--- src/design/angle_tracking_pll_observer_top_defines.svh ---
`ifndef ANGLE_TRACKING_PLL_OBSERVER_TOP_DEFINES_SVH
`define ANGLE_TRACKING_PLL_OBSERVER_TOP_DEFINES_SVH

// Same-cycle implication, sampled on the rising clock edge, off while in reset.
`define ATPO_ASSERT_SAME(label, clk, rst_n, ante, cons, msg) \
    label: assert property (@(posedge clk) disable iff (!rst_n) (ante) |-> (cons)) \
        else $error(msg);

// Next-cycle implication, sampled on the rising clock edge, off while in reset.
`define ATPO_ASSERT_NEXT(label, clk, rst_n, ante, cons, msg) \
    label: assert property (@(posedge clk) disable iff (!rst_n) (ante) |=> (cons)) \
        else $error(msg);

`endif

--- src/design/atpo_pkg.sv ---
`default_nettype none

package atpo_pkg;

    // Default geometry: encoder resolution and fractional bits of the estimates
    localparam int ANGLE_BITS_DEF = 14;
    localparam int FRAC_BITS_DEF  = 16;

    // Register field widths
    localparam int PROP_W  = 18;
    localparam int INTEG_W = 24;
    localparam int GATE_W  = 14;
    localparam int LIMIT_W = 8;
    localparam int TURNS_W = 32;

    // Binary points of the gains
    localparam int PROP_SHIFT  = 16;
    localparam int INTEG_SHIFT = 24;

    // Register port
    localparam int CFG_ADDR_W = 4;
    localparam int CFG_DATA_W = 32;

    localparam logic [PROP_W-1:0]  PROP_GAIN_RST  = PROP_W'(8192);
    localparam logic [INTEG_W-1:0] INTEG_GAIN_RST = INTEG_W'(65536);
    localparam logic [GATE_W-1:0]  GATE_SPAN_RST  = GATE_W'(256);
    localparam logic [LIMIT_W-1:0] MISS_LIMIT_RST = LIMIT_W'(5);

    // Operation codes of an input word
    localparam logic OP_SAMPLE  = 1'b0;
    localparam logic OP_PREDICT = 1'b1;

    typedef enum logic [1:0] {
        REG_PROP_GAIN  = 2'd0,
        REG_INTEG_GAIN = 2'd1,
        REG_GATE_SPAN  = 2'd2,
        REG_MISS_LIMIT = 2'd3
    } t_reg_idx;

    typedef enum logic [2:0] {
        EV_FIRST        = 3'd0,
        EV_LOCKED       = 3'd1,
        EV_CORRECTED    = 3'd2,
        EV_GATED        = 3'd3,
        EV_LOST         = 3'd4,
        EV_PREDICTED    = 3'd5,
        EV_PRED_IGNORED = 3'd6
    } t_event;

    typedef struct packed {
        logic [PROP_W-1:0]  prop_gain;
        logic [INTEG_W-1:0] integ_gain;
        logic [GATE_W-1:0]  gate_span;
        logic [LIMIT_W-1:0] miss_limit;
    } t_cfg;

endpackage

`default_nettype wire

--- src/design/atpo_cfg.sv ---
`default_nettype none

module atpo_cfg (
    input  logic                              i_clk,
    input  logic                              i_rst_n,
    input  logic                              psel,
    input  logic                              penable,
    input  logic                              pwrite,
    input  logic [atpo_pkg::CFG_ADDR_W-1:0]   paddr,
    input  logic [atpo_pkg::CFG_DATA_W-1:0]   pwdata,
    output logic [atpo_pkg::CFG_DATA_W-1:0]   prdata,
    output logic                              pready,
    output atpo_pkg::t_cfg                    o_cfg
);
    import atpo_pkg::*;

    t_cfg     r_cfg;
    t_cfg     n_cfg;
    t_reg_idx reg_idx;
    logic     wr_en;

    assign pready  = 1'b1;
    assign reg_idx = t_reg_idx'(paddr[CFG_ADDR_W-1:2]);
    assign wr_en   = psel && penable && pwrite && pready;

    // Take the low bits of the write data into the addressed register
    always_comb begin
        n_cfg = r_cfg;
        if (wr_en) begin
            unique case (reg_idx)
                REG_PROP_GAIN:  n_cfg.prop_gain  = pwdata[PROP_W-1:0];
                REG_INTEG_GAIN: n_cfg.integ_gain = pwdata[INTEG_W-1:0];
                REG_GATE_SPAN:  n_cfg.gate_span  = pwdata[GATE_W-1:0];
                REG_MISS_LIMIT: n_cfg.miss_limit = pwdata[LIMIT_W-1:0];
            endcase
        end
    end

    always_comb begin
        unique case (reg_idx)
            REG_PROP_GAIN:  prdata = CFG_DATA_W'(r_cfg.prop_gain);
            REG_INTEG_GAIN: prdata = CFG_DATA_W'(r_cfg.integ_gain);
            REG_GATE_SPAN:  prdata = CFG_DATA_W'(r_cfg.gate_span);
            REG_MISS_LIMIT: prdata = CFG_DATA_W'(r_cfg.miss_limit);
        endcase
    end

    always_ff @(posedge i_clk) begin
        if (!i_rst_n) begin
            r_cfg.prop_gain  <= PROP_GAIN_RST;
            r_cfg.integ_gain <= INTEG_GAIN_RST;
            r_cfg.gate_span  <= GATE_SPAN_RST;
            r_cfg.miss_limit <= MISS_LIMIT_RST;
        end else begin
            r_cfg <= n_cfg;
        end
    end

    assign o_cfg = r_cfg;

endmodule

`default_nettype wire

--- src/design/atpo_step.sv ---
`default_nettype none

module atpo_step #(
    parameter int ANGLE_BITS = atpo_pkg::ANGLE_BITS_DEF,
    parameter int FRAC_BITS  = atpo_pkg::FRAC_BITS_DEF
) (
    input  logic                                 i_op,
    input  logic [ANGLE_BITS-1:0]                i_raw,
    input  atpo_pkg::t_cfg                       i_cfg,
    input  logic [ANGLE_BITS+FRAC_BITS-1:0]      i_angle,
    input  logic [ANGLE_BITS+FRAC_BITS-1:0]      i_vel,
    input  logic [atpo_pkg::TURNS_W-1:0]         i_turns,
    input  logic                                 i_lock,
    input  logic                                 i_prev_valid,
    input  logic [ANGLE_BITS-1:0]                i_prev_raw,
    input  logic [atpo_pkg::LIMIT_W-1:0]         i_reject,
    input  logic [ANGLE_BITS-1:0]                i_innov,
    output logic [ANGLE_BITS+FRAC_BITS-1:0]      o_angle,
    output logic [ANGLE_BITS+FRAC_BITS-1:0]      o_vel,
    output logic [atpo_pkg::TURNS_W-1:0]         o_turns,
    output logic                                 o_lock,
    output logic                                 o_prev_valid,
    output logic [ANGLE_BITS-1:0]                o_prev_raw,
    output logic [atpo_pkg::LIMIT_W-1:0]         o_reject,
    output logic [ANGLE_BITS-1:0]                o_innov,
    output logic [ANGLE_BITS-1:0]                o_angle_out,
    output atpo_pkg::t_event                     o_event
);
    import atpo_pkg::*;

    localparam int POS_W = ANGLE_BITS + FRAC_BITS;
    localparam int ADV_W = POS_W + 2;
    localparam int KI_W  = POS_W + INTEG_W + 1;
    localparam int KP_W  = POS_W + PROP_W + 1;
    localparam int DI_W  = KI_W - INTEG_SHIFT;
    localparam int DP_W  = KP_W - PROP_SHIFT;
    localparam int VS_W  = POS_W + 2;
    localparam int S2_W  = DP_W + 1;
    localparam int GQ_W  = GATE_W + FRAC_BITS;
    localparam int CMP_W = (GQ_W > POS_W) ? GQ_W : POS_W;

    localparam logic [POS_W-1:0]      HALF_F   = POS_W'(1) << (FRAC_BITS - 1);
    localparam logic [KI_W-1:0]       KI_ROUND = KI_W'(1) << (INTEG_SHIFT - 1);
    localparam logic [KP_W-1:0]       KP_ROUND = KP_W'(1) << (PROP_SHIFT - 1);
    localparam logic [ANGLE_BITS-1:0] ERR_MAX  = {1'b0, {(ANGLE_BITS-1){1'b1}}};
    localparam logic [POS_W-1:0]      VEL_MAX  = {1'b0, {(POS_W-1){1'b1}}};
    localparam logic [POS_W-1:0]      VEL_MIN  = {1'b1, {(POS_W-1){1'b0}}};

    // Coast: angle plus velocity, whole turns taken from the top two bits
    logic [ADV_W-1:0]   sum1;
    logic [POS_W-1:0]   a1;
    logic [TURNS_W-1:0] turns1;

    assign sum1   = {2'b00, i_angle} + {{2{i_vel[POS_W-1]}}, i_vel};
    assign a1     = sum1[POS_W-1:0];
    assign turns1 = i_turns + {{(TURNS_W-ADV_W+POS_W){sum1[ADV_W-1]}}, sum1[ADV_W-1:POS_W]};

    // Innovation, wrapped to half a turn either way
    logic [POS_W-1:0]      err;
    logic                  err_neg;
    logic [POS_W-1:0]      err_mag;
    logic [POS_W-1:0]      err_rnd;
    logic [ANGLE_BITS-1:0] err_q;
    logic [ANGLE_BITS-1:0] err_cnt;
    logic                  gate_fail;

    assign err     = {i_raw, {FRAC_BITS{1'b0}}} - a1;
    assign err_neg = err[POS_W-1];
    assign err_mag = err_neg ? (~err + 1'b1) : err;
    assign err_rnd = err_mag + HALF_F;
    assign err_q   = err_rnd[POS_W-1:FRAC_BITS];
    // Round half away from zero; clip the single positive overflow
    assign err_cnt = err_neg ? (~err_q + 1'b1) : (err_q[ANGLE_BITS-1] ? ERR_MAX : err_q);

    assign gate_fail = CMP_W'(err_mag) > CMP_W'({i_cfg.gate_span, {FRAC_BITS{1'b0}}});

    logic [LIMIT_W-1:0] rc_inc;
    logic               lost;

    assign rc_inc = (i_reject == '1) ? i_reject : i_reject + 1'b1;
    assign lost   = rc_inc >= i_cfg.miss_limit;

    // Integral path: velocity correction, saturated
    logic signed [KI_W-1:0] prod_i;
    logic [KI_W-1:0]        rnd_i;
    logic [DI_W-1:0]        dv;
    logic [VS_W-1:0]        v_sum;
    logic [VS_W-POS_W:0]    v_top;
    logic                   v_ovf;
    logic [POS_W-1:0]       v_sat;

    assign prod_i = $signed(err) * $signed({1'b0, i_cfg.integ_gain});
    assign rnd_i  = prod_i + KI_ROUND;
    assign dv     = rnd_i[KI_W-1:INTEG_SHIFT];
    assign v_sum  = {{(VS_W-POS_W){i_vel[POS_W-1]}}, i_vel}
                  + {{(VS_W-DI_W){dv[DI_W-1]}}, dv};
    assign v_top  = v_sum[VS_W-1:POS_W-1];
    assign v_ovf  = !((v_top == '0) || (v_top == '1));
    assign v_sat  = v_ovf ? (v_sum[VS_W-1] ? VEL_MIN : VEL_MAX) : v_sum[POS_W-1:0];

    // Proportional path: angle correction, may cross several turns
    logic signed [KP_W-1:0] prod_p;
    logic [KP_W-1:0]        rnd_p;
    logic [DP_W-1:0]        dp;
    logic [S2_W-1:0]        sum2;
    logic [TURNS_W-1:0]     turns2;

    assign prod_p = $signed(err) * $signed({1'b0, i_cfg.prop_gain});
    assign rnd_p  = prod_p + KP_ROUND;
    assign dp     = rnd_p[KP_W-1:PROP_SHIFT];
    assign sum2   = {{(S2_W-POS_W){1'b0}}, a1} + {dp[DP_W-1], dp};
    assign turns2 = turns1 + {{(TURNS_W-S2_W+POS_W){sum2[S2_W-1]}}, sum2[S2_W-1:POS_W]};

    logic [ANGLE_BITS-1:0] acq_diff;
    assign acq_diff = i_raw - i_prev_raw;

    always_comb begin
        o_angle      = i_angle;
        o_vel        = i_vel;
        o_turns      = i_turns;
        o_lock       = i_lock;
        o_prev_valid = i_prev_valid;
        o_prev_raw   = i_prev_raw;
        o_reject     = i_reject;
        o_innov      = i_innov;
        o_event      = EV_PRED_IGNORED;
        if (i_op == OP_PREDICT) begin
            if (i_lock) begin
                o_angle = a1;
                o_turns = turns1;
                o_event = EV_PREDICTED;
            end
        end else if (!i_lock) begin
            if (i_prev_valid) begin
                o_vel   = {acq_diff, {FRAC_BITS{1'b0}}};
                o_angle = {i_raw, {FRAC_BITS{1'b0}}};
                o_turns = '0;
                o_lock  = 1'b1;
                o_event = EV_LOCKED;
            end else begin
                o_event = EV_FIRST;
            end
            o_prev_raw   = i_raw;
            o_prev_valid = 1'b1;
            o_innov      = '0;
        end else begin
            o_prev_raw = i_raw;
            o_angle    = a1;
            o_turns    = turns1;
            o_innov    = err_cnt;
            if (gate_fail) begin
                if (lost) begin
                    o_lock       = 1'b0;
                    o_prev_valid = 1'b0;
                    o_reject     = '0;
                    o_event      = EV_LOST;
                end else begin
                    o_reject = rc_inc;
                    o_event  = EV_GATED;
                end
            end else begin
                o_reject = '0;
                o_vel    = v_sat;
                o_angle  = sum2[POS_W-1:0];
                o_turns  = turns2;
                o_event  = EV_CORRECTED;
            end
        end
    end

    logic [POS_W-1:0] ang_rnd;
    assign ang_rnd     = o_angle + HALF_F;
    assign o_angle_out = ang_rnd[POS_W-1:FRAC_BITS];

endmodule

`default_nettype wire

--- src/design/angle_tracking_pll_observer_top.sv ---
`default_nettype none
`include "angle_tracking_pll_observer_top_defines.svh"

// Type-II angle tracking observer for an absolute rotary encoder. Each input
// word is either a raw angle sample or a predict tick; each accepted word
// yields exactly one result word carrying the rounded angle, the signed turn
// count, the velocity in counts per sample (Q.FRAC_BITS), the last innovation
// in counts, the lock flag and an event code. Lock is gained over two samples
// and lost once the run of consecutive samples outside the gate reaches the
// reject limit. Throughput is one word per clock while i_out_stall is low: the
// whole update is combinational between the input stage and the result
// register, with the gain multipliers (error x integ_gain, error x prop_gain)
// and the wrap and saturation adders on that path. A result is registered
// when its word leaves the input stage and is held until it is taken.
// A result waiting on o_out_valid does not block the input stage, so one
// further word is taken while the output is stalled. Gains, gate and reject
// limit sit on the APB-style port at byte offsets 0, 4, 8 and 12 and should
// only be written while no word is in flight. ANGLE_BITS (8 to 16) and
// FRAC_BITS (8 to 24) set the encoder resolution and estimate precision.
module angle_tracking_pll_observer_top #(
    parameter int ANGLE_BITS = atpo_pkg::ANGLE_BITS_DEF,
    parameter int FRAC_BITS  = atpo_pkg::FRAC_BITS_DEF
) (
    input  logic                                i_clk,
    input  logic                                i_rst_n,
    // Input channel
    input  logic                                i_in_valid,
    output logic                                o_in_stall,
    input  logic                                i_operation,
    input  logic [ANGLE_BITS-1:0]               i_raw_angle,
    // Result channel
    output logic                                o_out_valid,
    input  logic                                i_out_stall,
    output logic [ANGLE_BITS-1:0]               o_angle_out,
    output logic signed [atpo_pkg::TURNS_W-1:0] o_turn_count,
    output logic signed [ANGLE_BITS+FRAC_BITS-1:0] o_velocity,
    output logic signed [ANGLE_BITS-1:0]        o_error_counts,
    output logic                                o_is_locked,
    output logic [2:0]                          o_event_code,
    // Register port
    input  logic                                psel,
    input  logic                                penable,
    input  logic                                pwrite,
    input  logic [atpo_pkg::CFG_ADDR_W-1:0]     paddr,
    input  logic [atpo_pkg::CFG_DATA_W-1:0]     pwdata,
    output logic [atpo_pkg::CFG_DATA_W-1:0]     prdata,
    output logic                                pready
);
    import atpo_pkg::*;

    localparam int POS_W = ANGLE_BITS + FRAC_BITS;

    t_cfg cfg;

    atpo_cfg u_cfg (
        .i_clk   (i_clk),
        .i_rst_n (i_rst_n),
        .psel    (psel),
        .penable (penable),
        .pwrite  (pwrite),
        .paddr   (paddr),
        .pwdata  (pwdata),
        .prdata  (prdata),
        .pready  (pready),
        .o_cfg   (cfg)
    );

    // Input stage: one word waiting for the update
    logic                  r_s1_valid;
    logic                  r_s1_op;
    logic [ANGLE_BITS-1:0] r_s1_raw;

    // Result stage
    logic                  r_s2_valid;
    logic [ANGLE_BITS-1:0] r_out_angle;
    logic [TURNS_W-1:0]    r_out_turns;
    logic [POS_W-1:0]      r_out_vel;
    logic [ANGLE_BITS-1:0] r_out_err;
    logic                  r_out_locked;
    t_event                r_out_event;

    // Observer state
    logic [POS_W-1:0]      r_angle;
    logic [POS_W-1:0]      r_vel;
    logic [TURNS_W-1:0]    r_turns;
    logic                  r_lock;
    logic                  r_prev_valid;
    logic [ANGLE_BITS-1:0] r_prev_raw;
    logic [LIMIT_W-1:0]    r_reject;
    logic [ANGLE_BITS-1:0] r_innov;

    logic [POS_W-1:0]      n_angle;
    logic [POS_W-1:0]      n_vel;
    logic [TURNS_W-1:0]    n_turns;
    logic                  n_lock;
    logic                  n_prev_valid;
    logic [ANGLE_BITS-1:0] n_prev_raw;
    logic [LIMIT_W-1:0]    n_reject;
    logic [ANGLE_BITS-1:0] n_innov;
    logic [ANGLE_BITS-1:0] n_angle_out;
    t_event                n_event;

    logic s2_free;
    logic step_en;

    // The result register frees up when empty or when its word is taken;
    // the input stage then moves on and the state is updated in that cycle.
    assign s2_free    = !r_s2_valid || !i_out_stall;
    assign step_en    = r_s1_valid && s2_free;
    assign o_in_stall = r_s1_valid && !s2_free;

    atpo_step #(
        .ANGLE_BITS (ANGLE_BITS),
        .FRAC_BITS  (FRAC_BITS)
    ) u_step (
        .i_op         (r_s1_op),
        .i_raw        (r_s1_raw),
        .i_cfg        (cfg),
        .i_angle      (r_angle),
        .i_vel        (r_vel),
        .i_turns      (r_turns),
        .i_lock       (r_lock),
        .i_prev_valid (r_prev_valid),
        .i_prev_raw   (r_prev_raw),
        .i_reject     (r_reject),
        .i_innov      (r_innov),
        .o_angle      (n_angle),
        .o_vel        (n_vel),
        .o_turns      (n_turns),
        .o_lock       (n_lock),
        .o_prev_valid (n_prev_valid),
        .o_prev_raw   (n_prev_raw),
        .o_reject     (n_reject),
        .o_innov      (n_innov),
        .o_angle_out  (n_angle_out),
        .o_event      (n_event)
    );

    // Control and observer state
    always_ff @(posedge i_clk) begin
        if (!i_rst_n) begin
            r_s1_valid   <= 1'b0;
            r_s2_valid   <= 1'b0;
            r_angle      <= '0;
            r_vel        <= '0;
            r_turns      <= '0;
            r_lock       <= 1'b0;
            r_prev_valid <= 1'b0;
            r_prev_raw   <= '0;
            r_reject     <= '0;
            r_innov      <= '0;
        end else begin
            // Hold the input stage while its word cannot advance
            if (!o_in_stall) begin
                r_s1_valid <= i_in_valid;
            end
            if (s2_free) begin
                r_s2_valid <= r_s1_valid;
            end
            // Advance the observer once per word that moves to the result stage
            if (step_en) begin
                r_angle      <= n_angle;
                r_vel        <= n_vel;
                r_turns      <= n_turns;
                r_lock       <= n_lock;
                r_prev_valid <= n_prev_valid;
                r_prev_raw   <= n_prev_raw;
                r_reject     <= n_reject;
                r_innov      <= n_innov;
            end
        end
    end

    // Payload registers
    always_ff @(posedge i_clk) begin
        if (!o_in_stall && i_in_valid) begin
            r_s1_op  <= i_operation;
            r_s1_raw <= i_raw_angle;
        end
        if (step_en) begin
            r_out_angle  <= n_angle_out;
            r_out_turns  <= n_turns;
            r_out_vel    <= n_vel;
            r_out_err    <= n_innov;
            r_out_locked <= n_lock;
            r_out_event  <= n_event;
        end
    end

    assign o_out_valid    = r_s2_valid;
    assign o_angle_out    = r_out_angle;
    assign o_turn_count   = r_out_turns;
    assign o_velocity     = r_out_vel;
    assign o_error_counts = r_out_err;
    assign o_is_locked    = r_out_locked;
    assign o_event_code   = r_out_event;

    `ATPO_ASSERT_SAME(a_unlocked_no_rejects, i_clk, i_rst_n, !r_lock, r_reject == '0, "reject run kept while unlocked")
    `ATPO_ASSERT_SAME(a_lock_has_prev, i_clk, i_rst_n, r_lock, r_prev_valid, "locked without a stored sample")
    `ATPO_ASSERT_NEXT(a_state_holds, i_clk, i_rst_n, !step_en, $stable(r_angle) && $stable(r_turns) && $stable(r_lock), "observer state moved without a word")
    `ATPO_ASSERT_SAME(a_event_unlocked, i_clk, i_rst_n, o_out_valid && (r_out_event == EV_LOST || r_out_event == EV_FIRST), !r_out_locked, "acquisition or loss event reported as locked")
    `ATPO_ASSERT_SAME(a_stall_needs_full, i_clk, i_rst_n, o_in_stall, r_s1_valid && r_s2_valid, "input stalled with a free stage")

endmodule

`default_nettype wire

--- config.mk ---
export PLATFORM = sky130hd
export DESIGN_NAME = angle_tracking_pll_observer_top
export DESIGN_NICKNAME = d
export VERILOG_FILES = /design/src/design/atpo_pkg.sv /design/src/design/atpo_cfg.sv /design/src/design/atpo_step.sv /design/src/design/angle_tracking_pll_observer_top.sv
export VERILOG_INCLUDE_DIRS = /design/src /design/src/design
export SDC_FILE = /design/constraint.sdc
export NUM_CORES = 2
export LEC_CHECK = 0
export BUFFER_PORTS_ARGS = -buffer_cell sky130_fd_sc_hd__buf_4
export CELL_PAD_IN_SITES_DETAIL_PLACEMENT = 1
export CELL_PAD_IN_SITES_GLOBAL_PLACEMENT = 2
export CORE_UTILIZATION = 42
export DETAILED_ROUTE_END_ITERATION = 10
export PLACE_DENSITY_LB_ADDON = 0.1
export RECOVER_POWER = 50
export SYNTH_ARGS = -nofsm -noshare
export SYNTH_HDL_FRONTEND = slang
export SYNTH_SLANG_ARGS = --single-unit
--- constraint.sdc ---
create_clock -name i_clk -period 21.9 [get_ports i_clk]
set_clock_uncertainty 0.1 [all_clocks]
set_input_delay 4.38 -clock i_clk [delete_from_list [all_inputs] [get_ports i_clk]]
set_output_delay 4.38 -clock i_clk [all_outputs]
set_load 0.1 [all_outputs]
==> flow_metrics.py <==
metrics = {
    "timing": {
        "report.final.setup_viol": 0,
        "slew_headroom": -1.73,
        "report.final.slew_viol_count": 387,
        "rsz0062_at_grt": "false",
        "whs_ns": 0.359,
        "max_clock_freq_mhz": 50.4,
        "post-route-period-util": 0.905,
        "worst_slew_pin_slew_ns": 4.08,
        "finalSetupTns_ns": 0,
        "hold_violations": 0,
        "min_period_ns": 19.83,
    },
    "die": {
        "core_area_um2": 163000,
        "design.die.area_um2": 165000,
        "starting_density_of_the_core": 0.422,
        "dieHeight_um": 406,
        "rows": 148,
        "chipWidth_um": 406,
        "pin_count": 187,
    },
    "yosys": {
        "syn-mean-instance-area_um2": 8.75,
        "count_of_flip_flops_with_a_built_in_enable_after_synthesis": 109,
        "yosysUniqueCellTypes": 112,
        "post_synth_inst_count": 7845,
        "synth-seq-cells": 305,
        "sequential_to_total_area_share_from_yosys_stat": 0.105,
        "dominantRegCellSynth": "dfxtp_1",
        "netlist.area_leader.share": 0.371,
        "mappedNetlistArea_um2": 68700,
        "yosys_warnings": 0,
        "synth_async_sr_flop_share": 0,
        "yosys.area.top_type": "fa_1",
        "synth_top_cells_by_area": "fa_1 37%, ha_1 9.6%, inv_1 7.5%",
    },
    "setup_path": {
        "worstSetupStartpoint": "r_vel[9]",
        "timing.critical_path.to_type": "register",
        "critical-path-top-delay-family": "compound AO/OA/AOI/OAI gates",
        "critPathLaunchType": "register",
        "path_class": "reg2reg",
        "worst-path-buf-inv": 6,
        "timing.critical_path.required_ns": 22.14,
        "cpPeakStageDelay_ns": 0.77,
        "critPathMaxFanout": 19,
        "worst_path_most_repeated_cell": "a21o_1",
        "critical_path.reg2reg.startpoint": "r_vel[9]",
        "critical_path_arrival_ns": 20.06,
        "critPathSlowestCell": "fa_1",
    },
    "run_status": {
        "run_status": "finished with violations",
        "violations_in_the_final_reports": "capacitance limit, slew limit",
    },
    "worst_hold_path": {
        "hold_class": "reg2reg",
        "min_from": "u_cfg.o_cfg[30]",
    },
    "power_and_ir_drop": {
        "power.density_cell_area_nw_per_um2": 40.2,
        "leak_pwr_nw": 34.6,
        "total_power_mw": 2.95,
        "vdd.ir_drop.worst_mv": 0.0509,
    },
    "drt": {
        "postRouteAntennaNets": 0,
        "drt_first_iter_violations": 2743,
        "routed_via_density": 5.50,
        "detail_route.drc_violations": 0,
        "total_number_of_vias": 54927,
        "routed_wirelength_um": 235000,
        "drt_pass1_iterations": 5,
        "post_drt_wl_per_cell_um": 23.5,
    },
    "cts": {
        "clock_sink_count": 305,
        "cts.repair_timing.setup_buffer_count": 0,
        "cts_hold_repair.buffers": 0,
        "ctsHtreeMaxLevel": 2,
        "cts_inserted_buffers": 41,
        "clock_insertion_delay_worst_skew_ns": 0.64,
        "clk_transition_reported_paths_ns": 0.07,
        "clk_tree_root_cell": "clkbuf_16",
        "cts_resized": 0,
        "cts.path.max_buffers": 3,
        "tritoncts": "done",
    },
    "grt": {
        "grt_first_pass_wirelength_um": 364000,
        "grt_overflow": 0,
        "antenna_found_initial": 6,
        "grt_max_degree": 101,
        "grt_use_total": 0.291,
        "via_count_of_the_first_global_routing_pass": 59550,
    },
    "cells_and_area": {
        "mostFrequentLayoutCell": "inv_1",
        "nNetsFinal": 9637,
        "area_growth_syn_to_layout_pct": 6.86,
        "final_layout_size_suffix_gt1_frac": 0.0485,
        "most_frequent_cells_in_the_layout": "1369 x inv_1, 1273 x fa_1, 1153 x nand2_1",
        "fillerInstances": 19231,
    },
    "place": {
        "total_of_buffers_placed_on_input_and_output_ports": 167,
        "routabilityCongestion": 0.900,
        "place_hpwl_um": 181000,
    },
    "job": {
        "max_cap_violations": 7,
    },
}
## synth_stat cells, types with 91 or more instances
master,number
a21oi_1,364
dfxtp_1,196
clkbuf_1,354
o21ai_0,160
ha_1,526
a21o_1,130
xnor2_1,201
and2_1,563
edfxtp_1,109
nand2_1,1154
inv_1,1370
nor2_1,300
fa_1,1273
xor2_1,91
## sequential cells by signal (all words and copies together), names as in the netlist, 3 cells and up
signal,cells
o_error_counts,14
r_reject,8
o_turn_count,32
r_angle,30
u_cfg.o_cfg,64
r_prev_raw,14
r_s1_raw,14
o_angle_out,14
r_vel,30
o_velocity,30
r_innov,14
r_turns,32
o_event_code,3
## where the power goes
part | leakage [nW] | internal [mW] | switching, mW | total [mW]
clock | 0.683 | 0.433 | 0.304 | 0.737
combinational | 31.2 | 0.517 | 1.07 | 1.59
sequential | 2.63 | 0.606 | 0.0181 | 0.624
## area by class of cell
class                      instances  area (um2)  share of cell area
antenna                            2        5.00           0.0000682
clock buffer                      49        1070              0.0145
clock inverter                    23         348             0.00474
inverter                        1376        5170              0.0704
multi-input combinational       5763       55000               0.750
sequential                       305        7210              0.0982
tap                             2175        2720              0.0371
timing repair buffer             293        1820              0.0248
## cells by family (layout without fill, tap and decap cells)
family,after synthesis,after routing,synth area share
buffers and inverters,1784,1741,0.0984
muxes,53,53,0.00931
other,2,11,0.000109
DFF,305,305,0.105
AOI/OAI and AO/OA,1120,1120,0.108
adders and majority gates,1805,1805,0.468
and+or+nand+nor,2475,2475,0.172
xor gates and xnor gates,301,301,0.0397
## tightest hold or removal path: stages (launching register included)
cell and delay, ns:
dfxtp_1 0.31, nand2_1 0.05, a21oi_1 0.05
## metrics by stage
step / worst slack [ns] / utilization / cell area (um2) / instances
floorplan: 4.03 / - / 68700 / 7852
CTS: 2.15 / 0.454 / 73700 / 9984
global route: 0.714 / 0.451 / 73400 / 9984
detailed placement: 2.26 / 0.445 / 72300 / 9912
finish: 2.07 / 0.451 / 73400 / 9986
global placement: 2.45 / 0.445 / 72300 / 9912
## final timing paths
kind                     end  slack, ns  cells after the start
max reg2reg      r_turns[30]       2.07                     68
max              r_turns[30]       2.07                     68
min reg2reg  u_cfg.o_cfg[30]       0.36                      2
min          u_cfg.o_cfg[30]       0.36                      2
## layer usage
| layer | routed length (um) | track usage | vias to the layer above |
|---|---|---|---|
| met5 | 50 | 0 | - |
| met4 | 6050 | 0.0714 | 8 |
| met3 | 9670 | 0.0300 | 278 |
| met2 | 115000 | 0.500 | 1080 |
| met1 | 104000 | 0.392 | 29028 |
| li1 | - | - | 24533 |
Power figures use the tool's default switching activity.
